<file path="config.mk">
export PLATFORM = sky130hd
export DESIGN_NAME = pei_front
export DESIGN_NICKNAME = d
export VERILOG_FILES = /design/src/sv/pei_pkg.sv /design/src/sv/pei_front.sv
export SDC_FILE = /design/constraint.sdc
export NUM_CORES = 1
export LEC_CHECK = 0
export ABC_AREA = 1
export ABC_CLOCK_PERIOD_IN_PS = 7100
export BUFFER_PORTS_ARGS = -buffer_cell sky130_fd_sc_hd__buf_4
export CAP_MARGIN = 20
export CORE_MARGIN = 1.5
export CORE_UTILIZATION = 52
export DETAILED_ROUTE_END_ITERATION = 7
export HOLD_SLACK_MARGIN = 0.08
export PLACE_DENSITY = 0.83
export REMOVE_ABC_BUFFERS = 1
export SYNTH_ARGS = -nofsm -noshare
export SYNTH_HDL_FRONTEND = slang
export SYNTH_SLANG_ARGS = --single-unit
export TNS_END_PERCENT = 5
</file>
<file path="constraint.sdc">
create_clock -name clock -period 7.1 [get_ports clock]
set_input_delay 0.355 -clock clock [delete_from_list [all_inputs] [get_ports clock]]
set_output_delay 0.355 -clock clock [all_outputs]
set_load 0.02 [all_outputs]
</file>
<file path="src/sv/pei_pkg.sv">
// pei_pkg: shared types, codes, constant log2 and exp2 tables and saturation helper
// depends on nothing; imported by all particle integrator modules
package pei_pkg;

   localparam int POW_TABLE_ENTRIES = 256;
   localparam int POW_IDX_W = $clog2(POW_TABLE_ENTRIES);
   localparam int POW_N_W = $clog2(POW_TABLE_ENTRIES + 1);

   typedef enum logic [1:0] {
      CMD_ADD_FORCE = 2'd0,
      CMD_INTEGRATE = 2'd1,
      CMD_LOAD_POS  = 2'd2,
      CMD_LOAD_VEL  = 2'd3
   } cmd_type;

   typedef enum logic [2:0] {
      CSR_INV_MASS = 3'd0,
      CSR_DAMPING  = 3'd1,
      CSR_ACCEL_X  = 3'd2,
      CSR_ACCEL_Y  = 3'd3,
      CSR_ACCEL_Z  = 3'd4
   } csr_index_type;

   typedef enum logic [2:0] {
      OP_ADD   = 3'd0,
      OP_INTEG = 3'd1,
      OP_BAD   = 3'd2,
      OP_LDPOS = 3'd3,
      OP_LDVEL = 3'd4
   } op_type;

   typedef struct packed {
      cmd_type            cmd;
      logic signed [31:0] vec_x;
      logic signed [31:0] vec_y;
      logic signed [31:0] vec_z;
      logic [23:0]        duration;
   } req_type;

   typedef struct packed {
      logic signed [31:0] pos_x;
      logic signed [31:0] pos_y;
      logic signed [31:0] pos_z;
      logic signed [31:0] vel_x;
      logic signed [31:0] vel_y;
      logic signed [31:0] vel_z;
      logic               bad_step;
   } rsp_type;

   typedef struct packed {
      op_type          op;
      logic [2:0][31:0] vec;
      logic [23:0]     dt;
   } task_type;

   typedef logic [16:0] pow_tab_type [POW_TABLE_ENTRIES];

   function automatic logic [63:0] isqrt64(logic [63:0] x);
      logic [63:0] res;
      logic [63:0] one;
      logic [63:0] xv;
      res = '0;
      one = 64'h1 << 62;
      xv = x;
      while (one > xv) one = one >> 2;
      while (one != 64'd0) begin
         if (xv >= res + one) begin
            xv = xv - (res + one);
            res = (res >> 1) + one;
         end else begin
            res = res >> 1;
         end
         one = one >> 2;
      end
      return res;
   endfunction

   function automatic pow_tab_type build_log_tab();
      pow_tab_type t;
      logic [63:0] y;
      logic [16:0] l;
      for (int i = 0; i < POW_TABLE_ENTRIES; i++) begin
         y = ((64'(POW_TABLE_ENTRIES) + 64'(i)) << 30) / 64'(POW_TABLE_ENTRIES);
         l = '0;
         for (int b = 0; b < 16; b++) begin
            y = (y * y) >> 30;
            l = {l[15:0], 1'b0};
            if (y >= (64'd2 << 30)) begin
               l[0] = 1'b1;
               y = y >> 1;
            end
         end
         t[i] = l;
      end
      return t;
   endfunction

   function automatic pow_tab_type build_exp_tab();
      pow_tab_type t;
      logic [63:0] c [17];
      logic [63:0] g;
      logic [63:0] acc;
      c[0] = 64'h1 << 31;
      for (int b = 1; b <= 16; b++) c[b] = isqrt64(c[b-1] << 30);
      for (int i = 0; i < POW_TABLE_ENTRIES; i++) begin
         g = (64'(i) << 16) / 64'(POW_TABLE_ENTRIES);
         acc = 64'h1 << 30;
         for (int b = 1; b <= 16; b++) begin
            if (g[16-b]) acc = (acc * c[b]) >> 30;
         end
         t[i] = 17'(acc >> 14);
      end
      return t;
   endfunction

   localparam pow_tab_type LOG_TAB = build_log_tab();
   localparam pow_tab_type EXP_TAB = build_exp_tab();

   function automatic logic signed [31:0] sat32(logic signed [51:0] v);
      logic signed [31:0] r;
      if (v > 52'sd2147483647) r = 32'sh7fffffff;
      else if (v < -52'sd2147483648) r = 32'sh80000000;
      else r = v[31:0];
      return r;
   endfunction

endpackage

</file>
<file path="src/sv/pei_front.sv">
// pei_front: accepts transactions, classifies commands, holds a two-entry task queue
// depends on pei_pkg
module pei_front (
   input  logic              clock,
   input  logic              reset,
   input  logic              req_push,
   output logic              req_full,
   input  pei_pkg::req_type  req_payload,
   output logic              q_valid,
   output pei_pkg::task_type q_head,
   input  logic              q_pop
);
   import pei_pkg::*;

   task_type   slot_ff [2];
   logic       wr_ptr_ff;
   logic       rd_ptr_ff;
   logic [1:0] count_ff;
   logic [1:0] count_in;
   logic       push_ok;
   logic       pop_ok;
   task_type   entry;

   assign req_full = (count_ff == 2'd2);
   assign q_valid  = (count_ff != 2'd0);
   assign q_head   = slot_ff[rd_ptr_ff];
   assign push_ok  = req_push && !req_full;
   assign pop_ok   = q_pop && q_valid;

   always_comb begin
      entry.vec = {req_payload.vec_z, req_payload.vec_y, req_payload.vec_x};
      entry.dt  = req_payload.duration;
      unique case (req_payload.cmd)
         CMD_ADD_FORCE: entry.op = OP_ADD;
         CMD_INTEGRATE: entry.op = (req_payload.duration == 24'd0) ? OP_BAD : OP_INTEG;
         CMD_LOAD_POS:  entry.op = OP_LDPOS;
         CMD_LOAD_VEL:  entry.op = OP_LDVEL;
         default:       entry.op = OP_ADD;
      endcase
   end

   always_comb begin
      count_in = count_ff;
      if (push_ok && !pop_ok) count_in = count_ff + 2'd1;
      else if (!push_ok && pop_ok) count_in = count_ff - 2'd1;
   end

   always_ff @(posedge clock) begin
      if (reset) begin
         wr_ptr_ff <= 1'b0;
         rd_ptr_ff <= 1'b0;
         count_ff  <= 2'd0;
      end else begin
         count_ff <= count_in;
         if (push_ok) wr_ptr_ff <= !wr_ptr_ff;
         if (pop_ok) rd_ptr_ff <= !rd_ptr_ff;
      end
   end

   always_ff @(posedge clock) begin
      if (push_ok) slot_ff[wr_ptr_ff] <= entry;
   end

endmodule

</file>
==> reports/metrics.yaml <==
ys_seq_area_frac: 0.7869
yosys_warnings: 0
antenna_found_initial: 1
reg2reg_from: "count_ff[0]$_SDFFE_PP0P_"
grt_pass1_vias: 6081
grt_pass1_wl_um: 32160
worstSetupPathType: "reg -> out"
status: "complete, no violations"
endpoint_kind: "output port"
setup_viol: 0
hp-class: "in -> reg"
gp_congestion: 0.7632
dieArea_sq_um: 19120
ioPinCount: 251
vias: 5487
worstPathRequired_ns: 6.74
drc: 0
dp_hpwl_um: 11900
startpoint_type: "register"
fin_nets: 964
drt-total-wl_um: 20720
r2r_end: "slot_ff[1][77]$_DFFE_PP_"
cts_resized: 0
synth.largest_area_cell: "edfxtp_1"
die_height_um: 138.3
core_sq_um: 17960
whs_path_depth: 3
htreeDepth: 1
max_freq_mhz: 292.6
cts_inserted_buffers: 26
syn_area_sq_um: 9515
routedWlPerCell_um: 19.09
rsz0062_at_grt: "no"
postSynthRegisterBits: 251
drt_iter0_drc: 280
final_antenna_net_count: 0
vias_per_cell: 5.057
cts.path.max_buffers: 3
synthToLayoutAreaGrowth_pct: 43.76
grt.total_usage: 0.2142
grt-ovfl-total: 0
place_area_sq_um: 11600
worst_ir_drop_vdd_mv: 0.2990
synth_top_area_frac: 0.7763
clk_latency_ns: 0.51
port-buffer-count: 250
hold_viol_final: 0
root_buffer: "clkbuf_16"
maxSlewHeadroom: 0.3116
post-route-period-util: 0.4814
tightest_slew_ns: 1.033
slew_viol_final: 0
fin_setup_tns_ns: 0
reg2regPathDepth: 4
detailedPlace.worstSlack_ns: 4.142
period_minus_slack_ns: 3.418
die-width_um: 138.3
path_clk_slew_ns: 0.06
design_area_sq_um: 13680
cts.sinks: 251
rrSetupSlack_ns: 4.33
synth_cell_types: 20
rows: 49
layout-drive-gt1-share: 0.4924
min_from: "req_payload[120]"
min_to: "slot_ff[1][122]$_DFFE_PP_"
drv_cap: 0
fin_skew_ns: 0.01028
grt_max_degree: 72
critical_path_arrival_ns: 3.06
setup_slack_ns: 3.682
cp_max_fo: 63
powerDensity_nw_per_um2: 349.9
syn_inst: 447
cts_tree: "yes"
p_leak_nw: 5.323
initial_core_util: 0.5297
yosys-top-cells-area: "edfxtp_1 (78%), mux2_4 (11%), mux2_2 (6.3%)"
drt_first_pass_iters: 4
avgSynthCellArea_sq_um: 21.29
## worst max-delay path: stages, from the launching register on
cell and delay, ns:
dfxtp_4 0.96, buf_4 0.90, mux2_2 0.43, buf_4 0.16
## state kept, by name, indices dropped and copies added, names as in the netlist, named ones only
| name | count |
|---|---|
| wr_ptr_ff | 1 |
| slot_ff | 246 |
| count_ff | 2 |
| rd_ptr_ff | 1 |
## layout by cell type, fill, tap and decap left out, types with 6 or more instances in the layout
| master | Yosys | layout |
|---|---|---|
| buf_4 | 0 | 255 |
| edfxtp_1 | 246 | 246 |
| dlygate4sd3_1 | 0 | 121 |
| mux2_4 | 70 | 70 |
| mux2_2 | 53 | 53 |
| clkbuf_16 | 0 | 27 |
| nor2_1 | 21 | 19 |
| nand2_1 | 18 | 18 |
| inv_1 | 7 | 7 |
| clkinv_2 | 0 | 7 |
| clkbuf_1 | 0 | 6 |
## worst max-delay path by stage
stage	from	endpoint	slack, ns	cells past startpoint
final	register	q_head[29]	3.68	3
after global routing	register	q_head[33]	3.48	3
after CTS	register	q_head[35]	3.59	3
after detailed placement	register	q_head[33]	4.14	3
after global placement	register	q_head[42]	4.24	3
after floorplan	count_ff[1]$_SDFFE_PP0P_	slot_ff[1][0]$_DFFE_PP_	0.81	3
## cells by family (layout without fill, tap and decap cells)
| family | count (synthesis) | after routing | share of synthesized area |
|---|---|---|---|
| buf+inv | 22 | 430 | 0.01683 |
| other cells | 0 | 1 | 0 |
| flops | 251 | 251 | 0.7869 |
| fa+ha+maj | 1 | 1 | 0.001315 |
| simple gates | 46 | 46 | 0.01972 |
| compound gates | 4 | 4 | 0.002103 |
| mux | 123 | 123 | 0.1732 |
## cell type report
class / count / area (sq um)
sequential: 251 / 7491
fill: 954 / 4284
timing repair buffer: 376 / 3126
multi-input combinational: 174 / 1883
clock buffer: 33 / 698.2
tap: 229 / 286.5
clock inverter: 13 / 162.7
inverter: 8 / 30.03
antenna: 1 / 2.502
## routing by layer
layer  vias to the layer above  wire length [um]  track usage
met5                         -                 0            0
met4                         0               574      0.06537
met1                      2706              7505       0.2404
li1                       2507                 -            -
met2                       226             11380       0.4051
met3                        48              1252      0.04711
## stage by stage
step	hold WS, ns	util	instances	total power, W
CTS	0.1460	0.7614	1084	0.004803
global placement	0.4585	0.6460	917	0.003344
detailed placement	0.5097	0.6460	917	0.003390
finish	0.1681	0.7615	1085	0.004786
floorplan	0.4241	-	433	0.002944
global route	0.1516	0.7615	1085	0.004962
## synthesized netlist by cell type
library cell and number:
edfxtp_1 246, nor3_1 1, nor3b_1 1, mux2_4 70, buf_2 5, ha_1 1, nand2_1 18, or2_1 1
dfxtp_1 5, inv_1 7, a21oi_1 3, o21ai_0 1, nor2_1 21, nand4_1 1, nand3_1 2, inv_2 1
nand2_2 1, buf_8 1, buf_6 8, mux2_2 53
## power by group
group          switching (W)  internal [W]
Combinational       0.000725      0.000689
Sequential          0.000109       0.00190
Clock               0.000523      0.000836
Total                0.00136       0.00343
## repair_timing
action / CTS / global route
hold buffers: 121 / 0
hold endpoints to repair: 245 / 0
setup buffers: 0 / 0
Note: power is estimated with default switching activity, not from simulation.
